`src/hdl/polyblep_oscillator_macros.svh`:
```
// assertion helpers for the oscillator top level
`ifndef POLYBLEP_OSCILLATOR_MACROS_SVH
`define POLYBLEP_OSCILLATOR_MACROS_SVH

// same-cycle implication, checked outside reset
`define PBLEP_ASSERT_IMPL(lbl, ante, cons) \
  lbl: assert property (@(posedge clk) disable iff (rst) (ante) |-> (cons)) \
    else $error("oscillator check failed");

// next-cycle implication, checked outside reset
`define PBLEP_ASSERT_NEXT(lbl, ante, cons) \
  lbl: assert property (@(posedge clk) disable iff (rst) (ante) |=> (cons)) \
    else $error("oscillator check failed");

`endif

```
`src/hdl/pblep_pkg.sv`:
```
package pblep_pkg;

  localparam int FRAC   = 20;
  localparam int MUL_W  = 33;
  localparam int QUO_W  = 22;
  localparam int VAL_W  = 26;
  localparam int ADDR_W = 5;

  localparam logic [2:0] REG_WAVEFORM  = 3'd0;
  localparam logic [2:0] REG_AMPLITUDE = 3'd1;
  localparam logic [2:0] REG_DUTY      = 3'd2;
  localparam logic [2:0] REG_PITCH     = 3'd3;
  localparam logic [2:0] REG_STEP_HZ   = 3'd4;

  localparam logic [2:0] WAVE_SAW      = 3'd0;
  localparam logic [2:0] WAVE_SINE     = 3'd1;
  localparam logic [2:0] WAVE_SQUARE   = 3'd2;
  localparam logic [2:0] WAVE_TRIANGLE = 3'd3;
  localparam logic [2:0] WAVE_NOISE    = 3'd4;

  localparam logic [31:0] PI_Q30      = 32'd3373259426;
  localparam logic [63:0] PI_Q30_W    = 64'd3373259426;
  localparam logic [63:0] HALF_PI_Q30 = 64'd1686629713;
  localparam logic [63:0] TWO_PI_Q30  = 64'd6746518852;
  localparam logic [31:0] LFSR_SEED   = 32'd2654435761;
  localparam logic [14:0] NOISE_DEN   = 15'd32767;
  localparam logic [16:0] NOISE_MUL   = 17'd65538;
  localparam logic signed [38:0] NOISE_OFS = 39'sd34357641216;  // 32766 << 20
  localparam logic signed [VAL_W-1:0] ONE_V = 26'sd1048576;

  // one table entry of 32767*sin(2*pi*i/2^log2n) by a truncated odd series
  function automatic logic signed [15:0] sine_entry(int unsigned i, int unsigned log2n);
    logic [63:0] x;
    logic [63:0] term;
    logic signed [63:0] s;
    logic signed [63:0] val;
    logic neg;
    int unsigned k;
    x = (64'(i) * TWO_PI_Q30) >> log2n;
    neg = 1'b0;
    if (x >= PI_Q30_W) begin
      x = x - PI_Q30_W;
      neg = 1'b1;
    end
    if (x > HALF_PI_Q30) x = PI_Q30_W - x;
    s = signed'(x);
    term = x;
    for (k = 1; k <= 7; k++) begin
      term = (term * x) >> 30;
      term = (term * x) >> 30;
      term = term / 64'((2 * k) * (2 * k + 1));
      if ((k & 1) != 0) s = s - signed'(term);
      else s = s + signed'(term);
    end
    if (s < 0) s = 0;
    val = (s * 32767 + (64'sd1 <<< 29)) >>> 30;
    if (val > 32767) val = 32767;
    return 16'(neg ? -val : val);
  endfunction

endpackage

```
`src/hdl/pblep_mul.sv`:
```
module pblep_mul (
  input  logic                                   clk,
  input  logic signed [pblep_pkg::MUL_W-1:0]     a,
  input  logic signed [pblep_pkg::MUL_W-1:0]     b,
  output logic signed [2*pblep_pkg::MUL_W-1:0]   p
);
  import pblep_pkg::*;

  always_ff @(posedge clk) begin
    p <= a * b;
  end
endmodule

```
`config.mk`:
```
export PLATFORM = sky130hd
export DESIGN_NAME = pblep_mul
export DESIGN_NICKNAME = d
export VERILOG_FILES = /design/src/hdl/polyblep_oscillator_macros.svh /design/src/hdl/pblep_pkg.sv /design/src/hdl/pblep_mul.sv
export SDC_FILE = /design/constraint.sdc
export NUM_CORES = 2
export LEC_CHECK = 0
export BUFFER_PORTS_ARGS = -buffer_cell sky130_fd_sc_hd__buf_2
export CAP_MARGIN = 20
export CELL_PAD_IN_SITES_DETAIL_PLACEMENT = 0
export CELL_PAD_IN_SITES_GLOBAL_PLACEMENT = 1
export CORE_AREA = 2 2 273 275
export DETAILED_ROUTE_END_ITERATION = 8
export DIE_AREA = 0 0 275 277
export PLACE_DENSITY = 0.9
export SKIP_LAST_GASP = 1
export SYNTH_ARGS = -nofsm -noshare
export SYNTH_HDL_FRONTEND = slang
export SYNTH_SLANG_ARGS = --single-unit
```
`constraint.sdc`:
```
create_clock -name clk -period 12.5 [get_ports clk]
set_input_delay 0.625 -clock clk [delete_from_list [all_inputs] [get_ports clk]]
set_output_delay 0.625 -clock clk [all_outputs]
set_load 0.1 [all_outputs]
```
# == Word-level counts from Yosys, hierarchy flattened ==
# Cells that the tools add are included.
# op_classes
mul,1
# op_table
op,count
33-bit by 33-bit multiplier with 66-bit output,1
# word_totals
out_inout_bits,66
word_cells,2
reg_bits,66
input_bits,67

# == Depth between registers and ports, before layout ==
# depth
depth_word,1
ltp_mapped,27
mapped_depth_nobuf,26

# == Worst setup path before layout ==
# No wires, ideal clock.
# synth_timing
path_type,input-to-reg
startpoint,in a[32] (netlist name)
endpoint,reg p[62] (netlist name)
required_time_ns,12.421
arrival_time_ns,7.782
path_slack_ns,4.639
path_stages,23
setup_time_ns,0.079
path_cell_list,clkbuf_1 -> nand2_1 -> inv_1 -> fa_1 -> fa_1 -> fa_1 -> fa_1 -> fa_1 -> fa_1 -> fa_1 -> inv_1 -> fa_1 -> inv_1 -> ha_1 -> clkbuf_1 -> and3_1 -> nand3_1 -> nand2b_1 -> a2111oi_4 -> a211oi_4 -> a21o_2 -> a21o_1 -> a211oi_2
# synth_between
elab_chain_cells,1
# synth_rtl
element,line_no,text
from (decl),pblep_mul.sv:3,"input logic signed [pblep_pkg::MUL_W-1:0] a,"
33-bit by 33-bit multiplier with 66-bit output,pblep_mul.sv:10,p <= a * b;
to (signal assigned),pblep_mul.sv:10,
to (decl),pblep_mul.sv:5,output logic signed [2*pblep_pkg::MUL_W-1:0] p
# Every way passes these cells.

# == Worst setup path in the final report ==
# layout_timing
startpoint,in a[32] (netlist name)
endpoint,reg p[64] (netlist name)
# The elaborated chain is that of the path after synthesis.

==> impl_metrics.py <==
metrics = {
    "run_status": {
        "status": "completed",
    },
    "yosys": {
        "ys_seq_area_frac": 0.03244,
        "yosys-top-cells-area": "fa_1 (56%), inv_1 (10%), and2_1 (8.6%)",
        "syn_nets": 5767,
        "synth_top_area_frac": 0.5627,
        "ys_seq_elements": 66,
        "synth_cell_types": 80,
        "synth.cell_area_um2": 40730,
        "ys_async_sr_fraction": 0,
        "synth_area_leader_cell": "fa_1",
        "synth_flop_cell": "dfxtp_1",
        "avgSynthCellArea_um2": 9.390,
        "synth_edf_count": 0,
        "ys.warnings.count": 0,
        "postSynthCellCount": 4338,
    },
    "worst_setup_path": {
        "cp-end-kind": "register",
        "crit_top_cell": "fa_1",
        "crit_family": "adder cells",
        "slowest_delay_ns": 0.94,
        "cp.required_ns": 12.79,
        "critPathLaunch": "a[32]",
        "worst-path-max-fanout": 33,
        "path_cells": "buf_2, nand2_1, inv_1, fa_1, fa_1, fa_1, fa_1, fa_1, fa_1, fa_1, inv_1, fa_1, inv_1, ha_1, nand4_1, nor2_1, nand2_1, nor3_1, o311ai_4, nand3_2, a211oi_1, a311oi_1",
        "setup.worst_path.class": "in -> reg",
        "cp_num_buf_inv": 4,
        "critical_path.startpoint_type": "input port",
        "slowest_stage": "fa_1",
        "worst_ep_arrival_time_ns": 9.27,
    },
    "sta": {
        "final_max_slew_viol_count": 0,
        "whs_ns": 0.8529,
        "fin_crit_sh": 0.7181,
        "rsz0062_at_grt": "no",
        "min_period_ns": 8.976,
        "slew_headroom": 0.2910,
        "hold_viol": 0,
        "setup_viol": 0,
        "fin_setup_tns_ns": 0,
        "fmax_ghz": 0.1114,
        "tightestPinTransition_ns": 1.062,
    },
    "finish": {
        "largest_register": "p",
        "drive_above_1_share": 0.04561,
        "top_regs": "p: 66 flops",
        "largest_reg_flops": 66,
        "fill_cells": 6540,
        "nets": 5699,
        "area_delta_synth_final_pct": 3.431,
    },
    "drt": {
        "ant_nets": 0,
        "route.vias.total": 28510,
        "drt_first_pass_iters": 6,
        "viasPerCell": 5.434,
        "drc": 0,
        "drt-total-wl_um": 105900,
        "wl_per_cell_um": 20.19,
        "dr.first_iter.drc_count": 1926,
    },
    "cts": {
        "cts.sinks": 66,
        "post_cts_resize_count": 0,
        "root_buffer": "clkbuf_16",
        "post_cts_buffers": 0,
        "cts_tree": "yes",
        "cts.reportedPaths.clkPinSlew_ns": 0.07,
        "cts_buffers": 9,
        "ctsHoldBuffers": 0,
        "htreeDepth": 3,
        "clk_path_buf_depth": 2,
    },
    "grt": {
        "grt_max_degree": 34,
        "first_global_vias": 32160,
        "grt-ovfl-total": 0,
        "track_usage": 0.3000,
        "antenna_found_initial": 5,
        "grt_pass1_wl_um": 175600,
    },
    "flow_run": {
        "max_cap_violations": 0,
    },
    "floorplanning": {
        "start_util": 0.5537,
        "die_w_um": 275,
        "die_h_um": 277,
        "num_rows": 100,
        "design.core.area_um2": 73570,
        "io_pins": 133,
        "dieArea_um2": 76180,
    },
    "placed_design": {
        "portBuffers": 132,
        "gp_congestion": 0.9251,
        "hpwl_um": 86390,
    },
    "min_path": {
        "hold_start": "b[0]",
        "hold_path_class": "in -> reg",
    },
}
[worst paths after layout]
kind	cells past startpoint	slack (ns)	endpoint
min	2	0.85	p[0]
max	22	3.52	p[64]
[cell usage in the layout (no fill, tap or decap), drive strengths merged, types with 5 or more instances in the layout]
cell and n:
fa 1145, inv 1131, and2 563, nand2 551
ha 217, buf 142, nor2 68, dfxtp 66
a21oi 61, xnor2 43, a21o 38, o21ai 33
nand3 26, xor2 25, nand2b 12, nand4 12
o21bai 11, a211oi 11, clkbuf 9, a31oi 9
nor3 7, o31ai 7, o21a 6, a211o 6
and3 6, and4 5, nor2b 5, o211ai 5
clkinv 5
[layout make-up]
cell class	instances	area, um2	share of cell area
Tap cell	969	1212	0.02878
Sequential cell	66	1321	0.03136
Antenna cell	2	5.005	0.0001188
Multi-Input combinational cell	2920	34320	0.8145
Clock inverter	7	70.07	0.001663
Clock buffer	9	225.2	0.005346
Timing Repair Buffer	142	735.7	0.01746
Inverter	1131	4245	0.1008
[layer usage]
metal	part of all wire	global-route usage
met5	0.00025	0
met4	0.050	0.1342
met3	0.058	0.04084
met2	0.50	0.5006
met1	0.39	0.3910
[kinds of logic after synthesis]
family                   after synthesis  synth area share
adder cells (fa/ha/maj)             1362            0.6294
buffers and inverters               1352            0.1251
AND/OR/NAND/NOR                     1271            0.1578
AO/OA/AOI/OAI                        219           0.04067
XOR/XNOR                              68           0.01462
flip-flops                            66           0.03244
[metrics by stage]
step                area, um2  utilization  worst slack [ns]  cells
CTS                     42130       0.5726             3.666   5244
finish                  42130       0.5727             3.524   5246
global route            42130       0.5727             3.243   5246
floorplan               40730            -             4.639   4338
detailed placement      41830       0.5686             3.296   5228
global placement        41830       0.5686             3.300   5228
[cell usage after synthesis (all sizes together), types with 6 or more instances]
cell	number
a211o	6
a211oi	11
a21o	38
a21oi	61
a31oi	9
and2	563
and3	6
buf	13
clkbuf	208
dfxtp	66
fa	1145
ha	217
inv	1131
nand2	551
nand2b	12
nand3	26
nand4	12
nor2	68
nor3	7
o21a	6
o21ai	33
o21bai	11
o31ai	7
xnor2	43
xor2	25
Power is left out: the tool's default activity adds up to more than one toggle a clock period on the data nets, which glitch-free logic cannot reach.
