`src/hdl/polyblep_oscillator_macros.svh`:
```
// assertion helpers for the oscillator top level
`ifndef POLYBLEP_OSCILLATOR_MACROS_SVH
`define POLYBLEP_OSCILLATOR_MACROS_SVH

// same-cycle implication, checked outside reset
`define PBLEP_ASSERT_IMPL(lbl, ante, cons) \
  lbl: assert property (@(posedge clk) disable iff (rst) (ante) |-> (cons)) \
    else $error("oscillator check failed");

// next-cycle implication, checked outside reset
`define PBLEP_ASSERT_NEXT(lbl, ante, cons) \
  lbl: assert property (@(posedge clk) disable iff (rst) (ante) |=> (cons)) \
    else $error("oscillator check failed");

`endif

```
`src/hdl/pblep_div.sv`:
```
module pblep_div #(
  parameter int NUM_W = 52,
  parameter int DEN_W = 32,
  parameter int QW    = 22
) (
  input  logic             clk,
  input  logic             rst,
  input  logic             start,
  input  logic [NUM_W-1:0] num,
  input  logic [DEN_W-1:0] den,
  output logic             busy,
  output logic             done,
  output logic [QW-1:0]    quo
);
  localparam int CNT_W = $clog2(QW + 1);

  logic [DEN_W-1:0] rem;
  logic [DEN_W-1:0] den_q;
  logic [QW-1:0]    low;
  logic [CNT_W-1:0] cnt;
  logic [DEN_W:0]   trial;
  logic             fit;

  // restoring division, one quotient bit a cycle
  assign trial = {rem, low[QW-1]};
  assign fit   = trial >= {1'b0, den_q};

  always_ff @(posedge clk) begin
    if (rst) begin
      busy <= 1'b0;
      done <= 1'b0;
      cnt  <= '0;
    end else begin
      done <= 1'b0;
      if (start) begin
        rem   <= DEN_W'(num >> QW);
        low   <= num[QW-1:0];
        den_q <= den;
        quo   <= '0;
        cnt   <= CNT_W'(QW);
        busy  <= 1'b1;
      end else if (busy) begin
        rem <= fit ? DEN_W'(trial - {1'b0, den_q}) : trial[DEN_W-1:0];
        low <= low << 1;
        quo <= {quo[QW-2:0], fit};
        cnt <= cnt - 1'b1;
        if (cnt == CNT_W'(1)) begin
          busy <= 1'b0;
          done <= 1'b1;
        end
      end
    end
  end
endmodule

```
`config.mk`:
```
export PLATFORM = sky130hd
export DESIGN_NAME = pblep_div
export DESIGN_NICKNAME = d
export VERILOG_FILES = /design/src/hdl/polyblep_oscillator_macros.svh /design/src/hdl/pblep_div.sv
export SDC_FILE = /design/constraint.sdc
export NUM_CORES = 1
export LEC_CHECK = 0
export BUFFER_PORTS_ARGS = -buffer_cell sky130_fd_sc_hd__buf_2
export CORE_ASPECT_RATIO = 1.25
export CORE_MARGIN = 2
export CORE_UTILIZATION = 35
export CTS_CLUSTER_SIZE = 25
export DETAILED_ROUTE_END_ITERATION = 10
export PLACE_DENSITY_LB_ADDON = 0.3
export SYNTH_ARGS = -nofsm -noshare
export SYNTH_HDL_FRONTEND = slang
export SYNTH_SLANG_ARGS = --single-unit
export TNS_END_PERCENT = 100
```
`constraint.sdc`:
```
create_clock -name clk -period 7.5 [get_ports clk]
set_input_delay 0 -clock clk [delete_from_list [all_inputs] [get_ports clk]]
set_output_delay 0 -clock clk [all_outputs]
set_load 0.02 [all_outputs]
```
### Word level (Yosys, flattened, before mapping)

Index checks and enable logic that the tools add are counted.

| cells by class | value |
|---|---|
| order comparisons | 1 |
| equal/unequal tests | 1 |
| $add $sub $neg | 2 |
| reduce and logical (&&, ||, !) cells | 5 |
| bitwise logic cells | 2 |
| muxes and demuxes | 12 |

Operators with widths:

| cell | count |
|---|---|
| 22-bit 2-to-1 mux | 3 |
| 32-bit 2-to-1 mux | 2 |
| 33-bit by 32-bit greater-or-equal comparator with 1-bit output | 1 |
| 32-bit subtractor | 1 |
| 30-bit 2-to-1 mux | 1 |
| 5-bit 2-to-1 mux | 2 |
| 5-bit by 1-bit equality test with 1-bit output, second input constant | 1 |
| 5-bit by 1-bit subtractor with 5-bit output, second input constant | 1 |
| 1-bit 2-to-1 mux | 4 |
| 2-bit AND reduction | 2 |
| 3-bit OR reduction | 1 |
| 1-bit inverter | 2 |
| 2-bit nonzero test | 1 |
| 2-bit OR reduction | 1 |

| storage, ports and cells | value |
|---|---|
| register bits after elaboration | 115 |
| output and inout bits | 24 |

### Logic depth before layout (Yosys ltp)

Gate-level depths: netlist of run 1.

| depth | value |
|---|---|
| depth after elaboration | 4 |
| depth in mapped cells | 14 |
| gate-level depth less buffers | 13 |

### Least setup slack after synthesis of run 1

No wires, ideal clock.

| path | value |
|---|---|
| path type | register -> register |
| from | register busy |
| to | register low[0] (enable) |
| data required time | 6.989 ns |
| data arrival time | 3.810 ns |
| stages on the path, launching flop included | 3 |
| clock period less this slack | 4.320 ns |
| path slack | 3.180 ns |
| setup time | 0.511 ns |
| cell sequence | dfxtp_1 nor2_1 nor2_1 |

| between the ends | value |
|---|---|
| longest elaborated chain between the ends | 2 |

Ends and longest elaborated chain:

| item | RTL line | text |
|---|---|---|
| start: declaration | pblep_div.sv:11 | `output logic busy,` |
| start signal: assignment | pblep_div.sv:30 | `busy <= 1'b0;` |
| start signal: assignment | pblep_div.sv:41 | `busy <= 1'b1;` |
| start signal: assignment | pblep_div.sv:48 | `busy <= 1'b0;` |
| 2-bit nonzero test (no line) | n/a |  |
| 2-bit AND reduction (no line) | n/a |  |
| end signal: assignment | pblep_div.sv:37 | `low <= num[QW-1:0];` |
| end signal: assignment | pblep_div.sv:44 | `low <= low << 1;` |
| end: declaration | pblep_div.sv:19 | `logic [QW-1:0] low;` |

No other way between the ends.
A chain may end at the register's enable or synchronous reset.

### Worst setup path in the final report of run 1

| path | value |
|---|---|
| from | register rem[13] |
| to | register rem[24], data pin |

| between the ends | value |
|---|---|
| longest elaborated chain between the ends | 4 |
| elaborated cells between the ends (all ways) | 5 |
| those cells by class | 1 x add/sub; 1 x order compare; 3 x mux |

Ends and longest elaborated chain:

| item | RTL line | text |
|---|---|---|
| start: declaration | pblep_div.sv:17 | `logic [DEN_W-1:0] rem;` |
| start signal: assignment | pblep_div.sv:36 | `rem <= DEN_W'(num >> QW);` |
| start signal: assignment | pblep_div.sv:43 | `rem <= fit ? DEN_W'(trial - {1'b0, den_q}) : trial[DEN_W-1:0];` |
| 32-bit subtractor or 33-bit by 32-bit greater-or-equal comparator with 1-bit output (tied branches) | pblep_div.sv:43, pblep_div.sv:26 |  |
| 32-bit 2-to-1 mux * | pblep_div.sv:43 |  |
| 32-bit 2-to-1 mux * | pblep_div.sv:42 | `end else if (busy) begin` |
| 30-bit 2-to-1 mux * | pblep_div.sv:35 | `if (start) begin` |

Mark *: on every way between the ends. The rest lies on a longest branch, timed or not. The select of a mux whose other input is x is not followed.

==> results of run 1 <==
==> cells by family (layout without fill, tap and decap cells) <==
logic type | count (synthesis) | in the layout
DFF | 115 | 115
buffers and inverters | 84 | 287
muxes | 27 | 27
adders and majority gates | 35 | 35
and+or+nand+nor | 147 | 147
xor gates and xnor gates | 29 | 29
AOI/OAI and AO/OA | 158 | 158
==> through the flow <==
stage / hold slack, ps / worst slack, ps / std cells / util
final: 281.8 / 3946 / 1026 / 0.4787
after global routing: 281.9 / 3750 / 1026 / 0.4787
after CTS: 265.8 / 3961 / 1026 / 0.4787
after detailed placement: 178.1 / 3964 / 908 / 0.3990
after global placement: 176.0 / 4123 / 908 / 0.3990
after floorplan: 98.87 / 3180 / 595 / -
==> cells in the final DEF, fill, tap and decap left out, drive strengths merged, types with 5 or more instances in the layout <==
cell / count
buf: 113
edfxtp: 108
dlygate4sd3: 86
inv: 60
a21oi: 55
nor2: 46
ha: 34
nand2: 32
nor2b: 24
mux2: 23
a211oi: 19
o21ai: 19
xnor2: 17
clkbuf: 17
xor2: 12
a21o: 10
nor3: 10
nand3: 9
o21a: 8
a31oi: 7
dfxtp: 7
clkinv: 7
o211ai: 6
o21bai: 5
a211o: 5
and2: 5
and3: 5
==> Yosys cell counts, types with 9 or more instances <==
cell / instances
edfxtp_1: 108
ha_1: 34
a21o_1: 10
nand3_1: 9
a211oi_1: 19
nor3_1: 10
mux2_2: 23
xor2_1: 12
inv_1: 56
o21ai_0: 17
nor2b_1: 24
clkbuf_1: 17
nand2_1: 32
nor2_1: 46
a21oi_1: 55
xnor2_1: 17
==> per-layer routing <==
| layer | part of all wire | GRT usage |
|---|---|---|
| met3 | 0.033 | 0.03567 |
| met1 | 0.45 | 0.1988 |
| met2 | 0.50 | 0.2831 |
| met4 | 0.014 | 0.05608 |
| met5 | 0 | 0 |
==> critical path: cells and delay by family, from the launching register on <==
kind / cells / cell delay [ps]
AOI/OAI and AO/OA: 4 / 1720
adders and majority gates: 1 / 400
DFF: 1 / 410
and+or+nand+nor: 4 / 760
==> power breakdown <==
group | leakage, nW | switching (mW) | internal [mW]
registers | 1.09 | 0.0235 | 0.767
clock network | 0.277 | 0.308 | 0.490
logic | 2.19 | 0.251 | 0.206
==> final timing paths <==
path                      from                  to  slack (ps)
max          rem[13]$_DFFE_PP_   rem[24]$_DFFE_PP_        3950
min                     den[5]  den_q[5]$_DFFE_PP_         280
max reg2reg  rem[13]$_DFFE_PP_   rem[24]$_DFFE_PP_        3950
min reg2reg  low[15]$_DFFE_PP_   low[16]$_DFFE_PP_         550
==> sequential cells by signal, indices dropped and copies added, names as in the netlist <==
name and flops:
den_q 32, cnt 5, busy 1, quo 22
rem 32, low 22, done 1
==> final cells by class <==
class	count	area (um2)
well taps	228	285.3
fillers	1683	9435
clock buffers	17	425.4
clock inverters	15	156.4
repair buffers	199	1436
inverters	56	210.2
flip-flops and latches	115	3383
multi-input cells	396	2766
==> what timing repair did <==
action,in CTS,in global routing
endpoints found under the hold margin,90,0
hold buffers,86,0
buffers inserted,0,0
gates resized for setup,0,0
==> impl_metrics.json, run 1 <==
{
  "status": "finished clean",
  "synthArstFlopShare": 0,
  "critical_path_class": "flop to flop",
  "ys.flop_type": "edfxtp_1",
  "synth_area_leaders": "edfxtp_1, ha_1, a21oi_1",
  "seq_area_frac_synth": 0.5220,
  "fin_crit_sh": 0.4739,
  "synth_mux_area_frac": 0.04614,
  "reg2regPathDepth": 9,
  "via_count": 5155,
  "crit_chain": "ha_1 > and2_4 > and3_4 > and4_4 > a311o_1 > a211o_1 > o21ba_4 > nor2_1 > a221o_1",
  "hold_class": "input port to flop",
  "drv_cap": 0,
  "fin_nets": 907,
  "finClkSkew_ps": 6.871,
  "syn2layout_area_growth_pct": 33.67,
  "worst_pin_slew_ps": 1134,
  "dieArea_mm2": 0.01963,
  "grt_pass1_wl_um": 25440,
  "synth_top_area_frac": 0.5004,
  "h-tree-depth": 4,
  "grt-ovfl-total": 0,
  "max_clock_freq_mhz": 281.4,
  "power_density_mw_per_mm2": 236.2,
  "die_h_um": 156.1,
  "diodes": 0,
  "synth-seq-cells": 115,
  "critPathRequiredTime_ps": 7670,
  "grt_usage": 0.1625,
  "final_cell_area_mm2": 0.008663,
  "synth-xor-area-share": 0.03919,
  "fin_crit_ps": 3554,
  "tns_ps": 0,
  "ant_nets": 0,
  "grt_pass1_vias": 5178,
  "whs_path_depth": 2,
  "crit_path_max_incr_delay_ps": 690,
  "yosysWarnings": 0,
  "numCtsBuffers": 17,
  "rows": 55,
  "cts_sinks": 115,
  "synth-compound-area-share": 0.1600,
  "gp_congestion": 0.8834,
  "cts.path.max_buffers": 2,
  "firstDrtPassIters": 4,
  "synth_adder_area_share": 0.06873,
  "syn-cell-area_mm2": 0.006481,
  "synth-simple-area-share": 0.1112,
  "synth-edff-count": 108,
  "cts_root_buf": "clkbuf_16",
  "io_pins": 111,
  "grt_max_degree": 96,
  "ys_types": 54,
  "rsz0062_at_grt": "false",
  "post_dp_cell_area_mm2": 0.007221,
  "avgSynthCellArea_um2": 10.89,
  "avgViaCountPerCell": 5.024,
  "max-slew-margin-rel": 0.2420,
  "synth_top_family_by_area": "compound AO/OA/AOI/OAI gates",
  "syn-num-nets": 717,
  "worstSkewPairLatency_ps": 420,
  "drt_iter0_markers": 256,
  "postSynthCellCount": 595,
  "wirelength_um": 15770,
  "core_area_mm2": 0.01810,
  "power_mw": 2.046,
  "crit_slowest_cell": "o21ba_4",
  "path_max_fanout": 58,
  "die_w_um": 125.7,
  "hpwl_um": 10470,
  "setup_viol": 0,
  "p_leak_nw": 3.560,
  "drive_gt1_frac": 0.2168,
  "startpoint_type": "flop",
  "clkTransAtPathRegs_ps": 60,
  "route.detailed.drc": 0,
  "cts_tree": "built",
  "yosys.area.top_type": "edfxtp_1",
  "port_buffers": 110,
  "slew_violations": 0,
  "endpoint_kind": "flop",
  "start_util": 0.3581,
  "antenna_found_initial": 0,
  "hold_viol": 0,
  "critPathArrivalTime_ps": 3720,
  "peakVddDrop_mv": 0.1527,
  "post_drt_wl_per_cell_um": 15.37
}
Power figures use the tool's default switching activity.
==> run 2, diff against run 1 <==
clock period = 3.72 ns   (was 7.5 ns; I/O delays follow)
==> run 2 against run 1 <==
Effect of this change:
- global-route usage fell by 0.21 points
- routed wire length decreased by 2.0%
- worst hold slack got worse by 140 ps
- critical path type unchanged
- sequential power rose by 100%
- non-clock buffer count rose by 3
- register-to-register slack worse by 3600 ps
- final cell count grew 0.29%
- largest cell class unchanged
- combinational power grew 100%
- power grew 100%
- cell area is 0.51% higher
- flip-flop and latch count did not move
==> impl_metrics.json, run 2 (same netlist as run 1, synthesis figures left out) <==
{
  "status": "finished clean",
  "grt_pass1_vias": 5270,
  "core_area_mm2": 0.01810,
  "pre_cts_ws_ps": 397.7,
  "hold_class": "input port to flop",
  "syn2layout_area_growth_pct": 34.34,
  "p_leak_nw": 3.584,
  "drive_gt1_frac": 0.2235,
  "via_count": 5142,
  "wirelength_um": 15450,
  "critical_path_class": "flop to flop",
  "numCtsBuffers": 17,
  "fillers": 1687,
  "crit_path_max_incr_delay_ps": 440,
  "tns_ps": 0,
  "grt_max_degree": 69,
  "fin_crit_ps": 3331,
  "max_clock_freq_mhz": 300.2,
  "path_max_fanout": 24,
  "crit_chain": "ha_1 > and2_4 > and3_4 > and4_4 > a311o_1 > a211o_1 > o21ba_4 > buf_4 > nor2_1 > a211oi_1 > a21oi_1",
  "grt-ovfl-total": 0,
  "post_cts_resized": 0,
  "start_util": 0.3581,
  "reg2regPathDepth": 11,
  "firstDrtPassIters": 5,
  "diodes": 0,
  "cts.path.max_buffers": 2,
  "drv_cap": 0,
  "grt_usage": 0.1604,
  "endpoint_kind": "flop",
  "crit_slowest_cell": "o21ba_4",
  "finClkSkew_ps": 7.225,
  "cts_sinks": 115,
  "startpoint_type": "flop",
  "die_w_um": 125.7,
  "rows": 55,
  "grt_pass1_wl_um": 25150,
  "fin_crit_sh": 0.8955,
  "hpwl_um": 10780,
  "dieArea_mm2": 0.01963,
  "final_cell_area_mm2": 0.008707,
  "reg2reg_to": "rem[9]$_DFFE_PP_",
  "cts_root_buf": "clkbuf_16",
  "avgViaCountPerCell": 4.997,
  "rsz0062_at_grt": "false",
  "utilization": 0.4811,
  "hold_start": "start",
  "post_drt_wl_per_cell_um": 15.01,
  "worst_pin_slew_ps": 711.0,
  "cts_tree": "built",
  "hold_viol": 0,
  "route.detailed.drc": 0,
  "final.setup.worst_slack_ps": 388.6,
  "fin_nets": 910,
  "holdPathEnd": "rem[31]$_SDFFCE_PP0P_",
  "reg.largest.list": "den_q (32), rem (32)",
  "gp_congestion": 0.8950,
  "layout_commonest_cell": "buf_2",
  "worstSkewPairLatency_ps": 420,
  "setup_viol": 0,
  "h-tree-depth": 4,
  "drt_iter0_markers": 265,
  "max-slew-margin-rel": 0.5260,
  "peakVddDrop_mv": 0.2214,
  "port_buffers": 110,
  "slew_violations": 0,
  "ant_nets": 0,
  "crit_family": "compound AO/OA/AOI/OAI gates",
  "power_mw": 4.118,
  "path_depth": 11,
  "post_dp_cell_area_mm2": 0.007273,
  "layout_common_cells": "buf_2, edfxtp_1, dlygate4sd3_1",
  "rrSetupSlack_ps": 390,
  "clkTransAtPathRegs_ps": 60,
  "whs_path_depth": 2,
  "post-cts-setup-buffer-count": 0,
  "crit_buf_inv": 1,
  "io_pins": 111,
  "power_density_mw_per_mm2": 473.0,
  "antenna_found_initial": 0,
  "die_h_um": 156.1,
  "critPathRequiredTime_ps": 3860,
  "critPathArrivalTime_ps": 3470,
  "r2r_start": "rem[13]$_DFFE_PP_"
}
-- run 2: cell types whose count changed in the layout (fill, tap and decap cells not counted), sizes merged --
cell         delta
buf             +4
bufinv          -1
clkinv          -1
dlygate4sd3     -1
inv             -1
clkbuf          +3
-- run 2: power by group --
part | internal, mW | leakage, nW | switching [mW] | total (mW)
registers | 1.54 | 1.09 | 0.0461 | 1.59
clock network | 0.967 | 0.279 | 0.628 | 1.59
logic | 0.429 | 2.22 | 0.504 | 0.933
total | 2.94 | 3.58 | 1.18 | 4.12
-- run 2: layout make-up --
| cell class | instances | area, um2 | area share |
|---|---|---|---|
| clock buffers | 20 | 456.7 | 0.05245 |
| clock inverters | 12 | 126.4 | 0.01451 |
| inverters | 56 | 210.2 | 0.02414 |
| multi-input cells | 396 | 2766 | 0.3177 |
| flip-flops and latches | 115 | 3383 | 0.3886 |
| well taps | 228 | 285.3 | 0.03276 |
| repair buffers | 202 | 1479 | 0.1699 |
-- run 2: per-layer routing --
metal,wire length [um],up-vias,GRT usage,share of wire
met5,0,-,0,0
met4,313,0,0.07196,0.020
met3,587,25,0.03772,0.038
met2,7842,119,0.2788,0.51
met1,6702,2440,0.1883,0.43
li1,-,2558,-,-
-- run 2: timing repair --
item,4_1_cts,5_1_grt
endpoints found under the hold margin,91,0
hold buffers,85,0
endpoints found under the setup margin,0,0
-- run 2: worst max path at each step --
stage | start | endpoint
floorplan | busy$_SDFF_PP0_ | low[0]$_SDFFCE_PN0P_
global placement | rem[13]$_DFFE_PP_ | rem[6]$_DFFE_PP_
detailed placement | rem[13]$_DFFE_PP_ | rem[9]$_DFFE_PP_
CTS | rem[13]$_DFFE_PP_ | rem[9]$_DFFE_PP_
global route | rem[13]$_DFFE_PP_ | rem[9]$_DFFE_PP_
finish | rem[13]$_DFFE_PP_ | rem[9]$_DFFE_PP_
-- run 2: per-stage QoR --
stage	instances	hold WS, ps
4_1_cts	1029	140.6
2_1_floorplan	595	98.87
5_1_grt	1029	173.2
6_report	1029	140.0
3_3_place_gp	912	175.9
3_5_place_dp	912	178.1
